<file path="config.mk">
export PLATFORM = sky130hd
export DESIGN_NAME = command_tokenizer_classifier
export DESIGN_NICKNAME = d
export VERILOG_FILES = /design/src/hdl/cmdtc_pkg.sv /design/src/hdl/cmdtc_step.sv /design/src/hdl/command_tokenizer_classifier.sv
export SDC_FILE = /design/constraint.sdc
export NUM_CORES = 1
export LEC_CHECK = 0
export BUFFER_PORTS_ARGS = -buffer_cell sky130_fd_sc_hd__buf_2
export CORE_MARGIN = 1.5
export CORE_UTILIZATION = 25
export DETAILED_ROUTE_END_ITERATION = 8
export HOLD_SLACK_MARGIN = 0.06
export PLACE_DENSITY = 0.47
export RECOVER_POWER = 50
export SLEW_MARGIN = 5
export SYNTH_ARGS = -nofsm -noshare
export SYNTH_HDL_FRONTEND = slang
export SYNTH_SLANG_ARGS = --single-unit
</file>
<file path="constraint.sdc">
create_clock -name aclk -period 3 [get_ports aclk]
set_input_delay 0.6 -clock aclk [delete_from_list [all_inputs] [get_ports aclk]]
set_output_delay 0.6 -clock aclk [all_outputs]
set_load 0.02 [all_outputs]
</file>
<file path="src/hdl/cmdtc_pkg.sv">
// ============================================================================
// cmdtc_pkg
// Types, character codes and keyword tables for the command tokenizer and
// classifier.
// ============================================================================
package cmdtc_pkg;

    localparam int KW_COUNT   = 7;
    localparam int KW_SLOTS   = 8;   // one slot per position code, padded with zero
    localparam int POS_W      = 3;

    localparam logic [POS_W-1:0] POS_MAX = 3'd7;

    localparam logic [7:0] CHAR_SPACE  = 8'h20;
    localparam logic [7:0] CHAR_TAB    = 8'h09;
    localparam logic [7:0] CHAR_CR     = 8'h0d;
    localparam logic [7:0] CHAR_SEMI   = 8'h3b;
    localparam logic [7:0] CHAR_SQUOTE = 8'h27;
    localparam logic [7:0] CHAR_DQUOTE = 8'h22;
    localparam logic [7:0] CHAR_UPPER_A = 8'h41;
    localparam logic [7:0] CHAR_UPPER_Z = 8'h5a;
    localparam logic [7:0] CASE_OFFSET  = 8'h20;

    // create, insert, select, update, delete, drop, show
    localparam logic [7:0] KW_TEXT [KW_COUNT][KW_SLOTS] = '{
        '{"c", "r", "e", "a", "t", "e", 8'h00, 8'h00},
        '{"i", "n", "s", "e", "r", "t", 8'h00, 8'h00},
        '{"s", "e", "l", "e", "c", "t", 8'h00, 8'h00},
        '{"u", "p", "d", "a", "t", "e", 8'h00, 8'h00},
        '{"d", "e", "l", "e", "t", "e", 8'h00, 8'h00},
        '{"d", "r", "o", "p", 8'h00, 8'h00, 8'h00, 8'h00},
        '{"s", "h", "o", "w", 8'h00, 8'h00, 8'h00, 8'h00}
    };

    localparam logic [POS_W-1:0] KW_LEN [KW_COUNT] = '{
        3'd6, 3'd6, 3'd6, 3'd6, 3'd6, 3'd4, 3'd4
    };

    typedef enum logic [1:0] {
        PHASE_IDLE   = 2'd0,
        PHASE_BARE   = 2'd1,
        PHASE_QUOTED = 2'd2
    } phase_t;

    typedef enum logic [1:0] {
        CLASS_UNKNOWN = 2'd0,
        CLASS_REDIS   = 2'd1,
        CLASS_SQL     = 2'd2
    } class_t;

    typedef struct packed {
        logic [7:0] byte_in;
        logic       end_of_command;
    } cmd_in_t;

    typedef struct packed {
        logic [7:0] char_out;
        logic       char_valid;
        logic       token_end;
        logic       in_first_token;
        logic       command_done;
        logic [1:0] command_class;
    } cmd_out_t;

    typedef struct packed {
        phase_t              phase;
        logic                quote_kind;     // 1: double quote
        logic                any_token_seen;
        logic                first_token_closed;
        logic [POS_W-1:0]    first_token_position;
        logic [KW_COUNT-1:0] keyword_match_bits;
        logic                keyword_hit;
    } tok_state_t;

    localparam tok_state_t STATE_RESET = '{
        phase:                PHASE_IDLE,
        quote_kind:           1'b0,
        any_token_seen:       1'b0,
        first_token_closed:   1'b0,
        first_token_position: '0,
        keyword_match_bits:   '1,
        keyword_hit:          1'b0
    };

endpackage

</file>
<file path="src/hdl/cmdtc_step.sv">
// ============================================================================
// cmdtc_step
// Per-byte tokenizer step: next state and the result for one command byte.
// ============================================================================
module cmdtc_step (
    input  cmdtc_pkg::tok_state_t st,
    input  cmdtc_pkg::cmd_in_t    din,
    output cmdtc_pkg::tok_state_t st_next,
    output cmdtc_pkg::cmd_out_t   dout
);

    logic       is_sep;
    logic       is_quote;
    logic       emit;
    logic       tok_end;
    logic       first;
    logic       hit;
    logic [7:0] c;
    logic [7:0] close_quote;
    logic [1:0] cls;

    assign is_sep = (din.byte_in == cmdtc_pkg::CHAR_SPACE)
                 || (din.byte_in == cmdtc_pkg::CHAR_SEMI)
                 || ((din.byte_in >= cmdtc_pkg::CHAR_TAB) && (din.byte_in <= cmdtc_pkg::CHAR_CR));
    assign is_quote = (din.byte_in == cmdtc_pkg::CHAR_SQUOTE)
                   || (din.byte_in == cmdtc_pkg::CHAR_DQUOTE);
    assign close_quote = st.quote_kind ? cmdtc_pkg::CHAR_DQUOTE : cmdtc_pkg::CHAR_SQUOTE;

    always_comb begin
        st_next = st;
        emit    = 1'b0;
        tok_end = 1'b0;
        hit     = 1'b0;
        c       = din.byte_in;
        cls     = cmdtc_pkg::CLASS_UNKNOWN;

        case (st.phase)
            cmdtc_pkg::PHASE_BARE: begin
                if (is_sep) begin
                    tok_end = 1'b1;
                end else begin
                    emit = 1'b1;
                end
            end
            cmdtc_pkg::PHASE_QUOTED: begin
                if (din.byte_in == close_quote) begin
                    tok_end = 1'b1;
                end else begin
                    emit = 1'b1;
                end
            end
            default: begin
                st_next.phase = cmdtc_pkg::PHASE_IDLE;
                if (is_quote) begin
                    st_next.phase          = cmdtc_pkg::PHASE_QUOTED;
                    st_next.quote_kind     = (din.byte_in == cmdtc_pkg::CHAR_DQUOTE);
                    st_next.any_token_seen = 1'b1;
                end else if (!is_sep) begin
                    st_next.phase          = cmdtc_pkg::PHASE_BARE;
                    st_next.any_token_seen = 1'b1;
                    emit                   = 1'b1;
                end
            end
        endcase

        first = st_next.any_token_seen && !st.first_token_closed;

        // first token: lowercase and narrow the keyword candidates
        if (emit && first) begin
            if ((c >= cmdtc_pkg::CHAR_UPPER_A) && (c <= cmdtc_pkg::CHAR_UPPER_Z)) begin
                c = c + cmdtc_pkg::CASE_OFFSET;
            end
            for (int k = 0; k < cmdtc_pkg::KW_COUNT; k++) begin
                if (!((st.first_token_position < cmdtc_pkg::KW_LEN[k])
                      && (cmdtc_pkg::KW_TEXT[k][st.first_token_position] == c))) begin
                    st_next.keyword_match_bits[k] = 1'b0;
                end
            end
            if (st.first_token_position != cmdtc_pkg::POS_MAX) begin
                st_next.first_token_position = st.first_token_position + 1'b1;
            end
        end

        if (din.end_of_command && (st_next.phase != cmdtc_pkg::PHASE_IDLE)) begin
            tok_end = 1'b1;
        end

        if (tok_end) begin
            if (first) begin
                for (int k = 0; k < cmdtc_pkg::KW_COUNT; k++) begin
                    if (st_next.keyword_match_bits[k]
                        && (cmdtc_pkg::KW_LEN[k] == st_next.first_token_position)) begin
                        hit = 1'b1;
                    end
                end
                st_next.keyword_hit        = hit;
                st_next.first_token_closed = 1'b1;
            end
            st_next.phase = cmdtc_pkg::PHASE_IDLE;
        end

        if (din.end_of_command) begin
            if (!st_next.any_token_seen) begin
                cls = cmdtc_pkg::CLASS_UNKNOWN;
            end else if (st_next.keyword_hit) begin
                cls = cmdtc_pkg::CLASS_SQL;
            end else begin
                cls = cmdtc_pkg::CLASS_REDIS;
            end
        end

        dout.char_out       = emit ? c : 8'h00;
        dout.char_valid     = emit;
        dout.token_end      = tok_end;
        dout.in_first_token = first && (emit || tok_end);
        dout.command_done   = din.end_of_command;
        dout.command_class  = cls;

        // everything clears at the end of a command
        if (din.end_of_command) begin
            st_next = cmdtc_pkg::STATE_RESET;
        end
    end

endmodule

</file>
<file path="src/hdl/command_tokenizer_classifier.sv">
// ============================================================================
// command_tokenizer_classifier
// Splits a command byte stream into tokens and classifies each command.
// ============================================================================
// Usage:
//   s_valid/s_ready/s_data carry one command byte per transaction plus an
//   end-of-command flag. m_valid/m_ready/m_data return exactly one result per
//   byte, in order: token character (lowercased in the first token), token
//   end mark, first-token flag and, on the last byte, the command class.
//   The input register loads at the accepting edge and the result register
//   loads from it through the tokenizer step when the result register is
//   free or draining, so m_data comes straight from a register.
//   Throughput is one byte per cycle while the receiver does not stall, set
//   by the combinational tokenizer step between the two registers.
//   Tokenizer state clears after every final byte, so commands are
//   independent.
//   Reset (aresetn low at a clock edge) empties both registers and returns
//   the tokenizer to the between-tokens state.
//   When the receiver stalls the result register holds, the input register
//   fills, and s_ready drops only once both are occupied; no data is lost.
// ============================================================================
module command_tokenizer_classifier (
    input  logic                aclk,
    input  logic                aresetn,
    input  logic                s_valid,
    output logic                s_ready,
    input  cmdtc_pkg::cmd_in_t  s_data,
    output logic                m_valid,
    input  logic                m_ready,
    output cmdtc_pkg::cmd_out_t m_data
);

    logic                  in_valid_reg;
    logic                  in_valid_next;
    cmdtc_pkg::cmd_in_t    in_data_reg;
    logic                  out_valid_reg;
    logic                  out_valid_next;
    cmdtc_pkg::cmd_out_t   out_data_reg;
    cmdtc_pkg::tok_state_t state_reg;
    cmdtc_pkg::tok_state_t state_next;
    cmdtc_pkg::cmd_out_t   step_out;
    logic                  advance;
    logic                  s_take;

    cmdtc_step u_step (
        .st      (state_reg),
        .din     (in_data_reg),
        .st_next (state_next),
        .dout    (step_out)
    );

    // result register free or draining this cycle
    assign advance = !out_valid_reg || m_ready;
    assign s_ready = !in_valid_reg || advance;
    assign s_take  = s_valid && s_ready;

    always_comb begin
        in_valid_next  = in_valid_reg;
        out_valid_next = out_valid_reg;
        if (advance) begin
            out_valid_next = in_valid_reg;
            in_valid_next  = 1'b0;
        end
        if (s_take) begin
            in_valid_next = 1'b1;
        end
    end

    always_ff @(posedge aclk) begin
        if (!aresetn) begin
            in_valid_reg  <= 1'b0;
            out_valid_reg <= 1'b0;
            state_reg     <= cmdtc_pkg::STATE_RESET;
        end else begin
            in_valid_reg  <= in_valid_next;
            out_valid_reg <= out_valid_next;
            if (advance && in_valid_reg) begin
                state_reg <= state_next;
            end
        end
    end

    always_ff @(posedge aclk) begin
        if (s_take) begin
            in_data_reg <= s_data;
        end
        if (advance && in_valid_reg) begin
            out_data_reg <= step_out;
        end
    end

    assign m_valid = out_valid_reg;
    assign m_data  = out_data_reg;

endmodule
</file>
==> flow_summary.ini, run 1 <==
[drt]
drt_wl_total_mm = 7.376
routedWlPerCell_um = 15.11
vias_per_cell = 5.020
wl_met2_mm = 3.443
dr.max_layer_used = met4
drt-met1-wl_mm = 3.497
routed-wl-met3_um = 331
ant_nets = 0
vias = 2450
drt_iter0_markers = 109
drt_first_pass_iters = 4
drc_errors = 0

[final_layout]
final_common_cell = nor2_1
area_growth_pct = 18.27
layout.cells.most_common_list = 29 x nor2_1, 23 x edfxtp_1, 22 x nand2_1
largest_reg_flops = 16
diodes = 0
multi_input_area_um2 = 1625
final-seq-area_um2 = 1051
final_area_um2 = 3329
fillers = 1147
utilization_pct = 30.58
drive_gt1_share_pct = 16.67
finalNetCount = 368

[floorplanning]
core-area_um2 = 10890
row_count = 38
die_height_um = 109.1
start_util_pct = 25.86
io_pins = 29
dieArea_um2 = 11910
fp.dieW_um = 109.1

[worst_setup_path]
arrival_ns = 2.88
r2r_slack_ns = 0.19
path_class = register to register
critPathCaptureType = register
critPathTopFamily = compound AO/OA/AOI/OAI gates
cp_num_buf_inv = 2
slowest_stage = a2111oi_0
crit_chain = inv_1 > ha_1 > nor2_1 > or3_1 > a2111oi_0 > buf_4 > a41o_1 > a32oi_1 > o211ai_1 > o211ai_1 > and3b_1
critPathMaxStageDelay_ns = 0.42
worstPathRequired_ns = 3.07
crit_path_frequent_cell = o211ai_1
ff2ff_path_depth = 11
reg2reg_from = state_reg[9]
cp_max_fo = 7
critPathLaunchType = register
r2r-end = m_data[0]

[hold_path]
min_to = in_data_reg[2]
hold_class = input port to register
whs_path_depth = 1
hp-start = s_data[2]

[grt]
antenna_found_initial = 0
track_usage_pct = 13.25
grt-ovfl-total = 0
grt_max_degree = 20
grt_pass1_wl_mm = 12.12
grt_pass1_vias = 2390

[clocking]
h-tree-depth = 2
post_cts_buffers = 0
cts_tree = built
postCtsHoldBufs = 0
worstSkewPairLatency_ns = 0.30
cts_sinks = 41
clkSlewWorstSetupHoldPaths_ns = 0.09
clock-root-buffer = clkbuf_8
clk_path_buf_depth = 2
cts_buffers = 5
cts-resized-gates = 0

[sta]
timing.final.crit_share_pct = 93.77
setup_viol = 0
worst_slew_pin_slew_ns = 1.270
max_freq_mhz = 355.5
rsz0062_at_grt = no
slew_violations = 0
min_period_ns = 2.813
fin_skew_ns = 0.005734
finalHoldViolations = 0
setup_tns_ns = 0
maxSlewHeadroom_pct = 15.31

[pwr]
power_density_nw_per_um2 = 436.4
irDropWorstVdd_mv = 0.1866
leakage_nw = 1.158
p_total_mw = 1.453

[logic_synthesis]
synthAdderAreaFrac_pct = 3.556
synth_edf_count = 23
yosysUniqueCellTypes = 69
syn-num-nets = 330
syn-cell-area_um2 = 2815
synth_ff_type = edfxtp_1
yosys_warnings = 0
synth_mux_area_share_pct = 1.067
yosys.area_share.simple_pct = 23.73
ys_ff_latch = 41
synth_xor_area_share_pct = 5.911
synth_compound_gate_area_share_pct = 23.42
syn_avg_cell_area_um2 = 9.111
synth_top_family_by_area = simple AND/OR/NAND/NOR gates
synthArstFlopShare_pct = 0
ys_seq_area_share_pct = 37.33
syn_inst = 309

[placement]
hpwl_mm = 5.493
placed_cell_area_um2 = 3213
port_buffers = 28
gp_congestion = 0.8325

[run]
maxCapViolations = 0

[outcome]
status = finished, final reports clean
-- metal layers --
layer	up-vias	track usage, %
met1	1152	17.13
li1	1225	-
met4	0	4.417
met5	-	0
met2	63	22.37
met3	10	2.092
-- report_power, final --
group	switching [mW]	internal (mW)	total, mW	leakage [nW]
combinational	0.149	0.0975	0.247	0.726
sequential	0.0226	0.626	0.648	0.363
clock	0.222	0.335	0.558	0.0687
total	0.394	1.06	1.45	1.16
-- stage by stage --
| stage | setup WS, ns | hold slack (ns) | std cells |
|---|---|---|---|
| 6_report | 0.1868 | 0.4641 | 488 |
| 5_1_grt | 0.01993 | 0.4461 | 488 |
| 4_1_cts | 0.09875 | 0.4501 | 488 |
| 3_5_place_dp | 0.1202 | 0.4631 | 480 |
| 3_3_place_gp | 0.1079 | 0.4588 | 480 |
| 2_1_floorplan | 0.1100 | 0.4244 | 309 |
-- cell usage after synthesis (5+ instances only) --
cell type  instances  area (um^2)
nand2_1           22        82.58
o21ai_0            8        40.04
nor2_1            29        108.9
a221o_1            5        50.05
a21oi_1           14        70.07
xor2_1             9        78.83
dfxtp_1           18        360.4
buf_2             13        65.06
nor2b_1           11        68.82
nand2b_1           6        37.54
nand3_1           12        60.06
inv_1             11        41.29
clkbuf_1           5        18.77
ha_1               8        100.1
edfxtp_1          23        690.7
xnor2_1           10        87.58
-- final cells by class --
| type | count | share of cell area [%] |
|---|---|---|
| clock buffers | 5 | 2.067 |
| clock inverters | 3 | 2.067 |
| inverters | 12 | 1.353 |
| multi-input cells | 237 | 48.82 |
| flip-flops and latches | 41 | 31.57 |
| well taps | 140 | 5.261 |
| repair buffers | 50 | 8.869 |
-- how the worst max path moves through the flow --
stage	from	to	cells after the start
detailed placement	state_reg[10]	m_data[0]	10
CTS	state_reg[10]	m_data[0]	10
finish	state_reg[9]	m_data[0]	11
global route	state_reg[9]	m_data[0]	11
global placement	state_reg[10]	m_data[0]	10
floorplan	state_reg[8]	m_data[0]	11
-- kinds of logic (layout without fill, tap and decap cells) --
family | count (synthesis) | after routing
AOI/OAI and AO/OA | 86 | 86
buffers and inverters | 31 | 70
DFF | 41 | 41
xor gates and xnor gates | 19 | 19
adders and majority gates | 8 | 8
and+or+nand+nor | 121 | 121
muxes | 3 | 3
Note: power is estimated with default switching activity, not from simulation.
==> run 2, diff against run 1 <==
--- a/config.mk
+++ b/config.mk
@@ -10,7 +10,7 @@
 export CORE_UTILIZATION = 25
 export DETAILED_ROUTE_END_ITERATION = 8
 export HOLD_SLACK_MARGIN = 0.06
-export PLACE_DENSITY = 0.47
+export MAX_ROUTING_LAYER = met4
 export RECOVER_POWER = 50
 export SLEW_MARGIN = 5
 export SYNTH_ARGS = -nofsm -noshare
==> run 2 against run 1 <==
Effect of this change: non-clock buffer count down 1; sequential share of layout area up 0.47 points; clock skew decreased by 0.0013 ns; fmax rose by 2.0%; critical path depth fell by 3; largest cell class unchanged.
==> flow_summary.ini, run 2 (synthesis results as in run 1) <==
[outcome]
status = finished, final reports clean

[drt]
drt_first_pass_iters = 4
vias_per_cell = 4.955
drt_iter0_markers = 95
drt_wl_total_mm = 7.182
vias = 2413
routedWlPerCell_um = 14.75
drc_errors = 0
ant_nets = 0

[clocking]
h-tree-depth = 2
cts_sinks = 41
clkSlewWorstSetupHoldPaths_ns = 0.08
post_cts_buffers = 0
cts_buffers = 5
worstSkewPairLatency_ns = 0.30
postCtsHoldBufs = 0
clock-root-buffer = clkbuf_8
cts_tree = built
clk_path_buf_depth = 2

[floorplanning]
core-area_um2 = 10890
die_height_um = 109.1
io_pins = 29
start_util_pct = 25.86
dieArea_um2 = 11910
fp.dieW_um = 109.1
row_count = 38

[worst_setup_path]
worstPathRequired_ns = 3.06
crit_path_frequent_cell = o211ai_1
critPathMaxStageDelay_ns = 0.60
arrival_ns = 2.82
startpoint = in_data_reg[1]
reg2reg_from = in_data_reg[1]
cp_max_fo = 14
cp_num_buf_inv = 0
path_class = register to register
crit_cells = 8
critPathLaunchType = register
critPathCaptureType = register
critPathTopFamily = compound AO/OA/AOI/OAI gates
slowest_stage = edfxtp_1
crit_chain = or4_1 > o22ai_2 > o31ai_1 > a2111oi_2 > nor2_1 > o211ai_1 > o211ai_1 > and3b_1
ff2ff_path_depth = 8

[pwr]
p_total_mw = 1.318
power_density_nw_per_um2 = 401.6
leakage_nw = 1.135
irDropWorstVdd_mv = 0.2349

[final_layout]
diodes = 0
final_common_cell = nor2_1
area_growth_pct = 16.53
layout.cells.most_common_list = 29 x nor2_1, 23 x edfxtp_1, 22 x nand2_1
largest_reg_flops = 16
fillers = 1144
finalNetCount = 367
drive_gt1_share_pct = 16.43

[sta]
maxSlewHeadroom_pct = 39.90
setup_viol = 0
fin_skew_ns = 0.004442
finalHoldViolations = 0
worst_slew_pin_slew_ns = 0.9015
rsz0062_at_grt = no
setup_tns_ns = 0
min_period_ns = 2.758
timing.final.crit_share_pct = 91.93
slew_violations = 0
max_freq_mhz = 362.6

[grt]
grt_pass1_vias = 2348
grt_pass1_wl_mm = 11.93
track_usage_pct = 13.46
grt-ovfl-total = 0
antenna_found_initial = 0
grt_max_degree = 19

[placement]
gp_congestion = 0.8783
hpwl_mm = 5.435
port_buffers = 28

[hold_path]
hp-start = s_data[0]
whs_path_depth = 1
hold_class = input port to register

[run]
maxCapViolations = 0
-- run 2: worst paths after layout --
check,slack [ns],endpoint
max,0.24,m_data[0]
min,0.47,in_data_reg[0]
max reg2reg,0.24,m_data[0]
min reg2reg,0.47,state_reg[6]
-- run 2: worst register-to-register path, stage by stage (launching register included) --
cell	delay (ns)
edfxtp_1	0.60
or4_1	0.52
o22ai_2	0.22
o31ai_1	0.13
a2111oi_2	0.48
nor2_1	0.10
o211ai_1	0.12
o211ai_1	0.14
and3b_1	0.20
-- run 2: what timing repair did --
item	4_1_cts	5_1_grt
setup endpoints to repair	0	1
gates resized for setup	0	2
hold endpoints to repair	0	0
-- run 2: stage by stage --
step	util [%]	worst slack (ns)	std cells	instance area, um^2	hold slack [ns]
after floorplan	-	0.1100	309	2815	0.4244
after global placement	29.33	0.2505	479	3193	0.4589
after detailed placement	29.33	0.2378	479	3193	0.4551
after CTS	30.30	0.2015	487	3299	0.4595
after global routing	30.13	0.01225	487	3281	0.4479
final	30.13	0.2420	487	3281	0.4700
-- run 2: cell type report --
class | count | area [um^2] | area share, %
inverter | 12 | 45.04 | 1.373
sequential | 41 | 1051 | 32.04
timing repair buffer | 49 | 275.3 | 8.391
clock inverter | 1 | 8.758 | 0.2670
multi-input combinational | 237 | 1628 | 49.62
clock buffer | 7 | 97.59 | 2.975
tap | 140 | 175.2 | 5.339
-- run 2: power by group --
group	internal [mW]	total [mW]	leakage [nW]	switching (mW)
clock network	0.217	0.427	0.0536	0.210
logic	0.0947	0.237	0.718	0.143
registers	0.626	0.653	0.363	0.0274
total	0.937	1.32	1.14	0.380
-- run 2: per-layer routing --
metal  vias up  GRT usage [%]  routed length, um
met5         -              -                  0
met4         0          4.793                204
met3        13          3.168                365
met2        64          21.74               3307
met1      1116          16.34               3304
li1       1220              -                  -
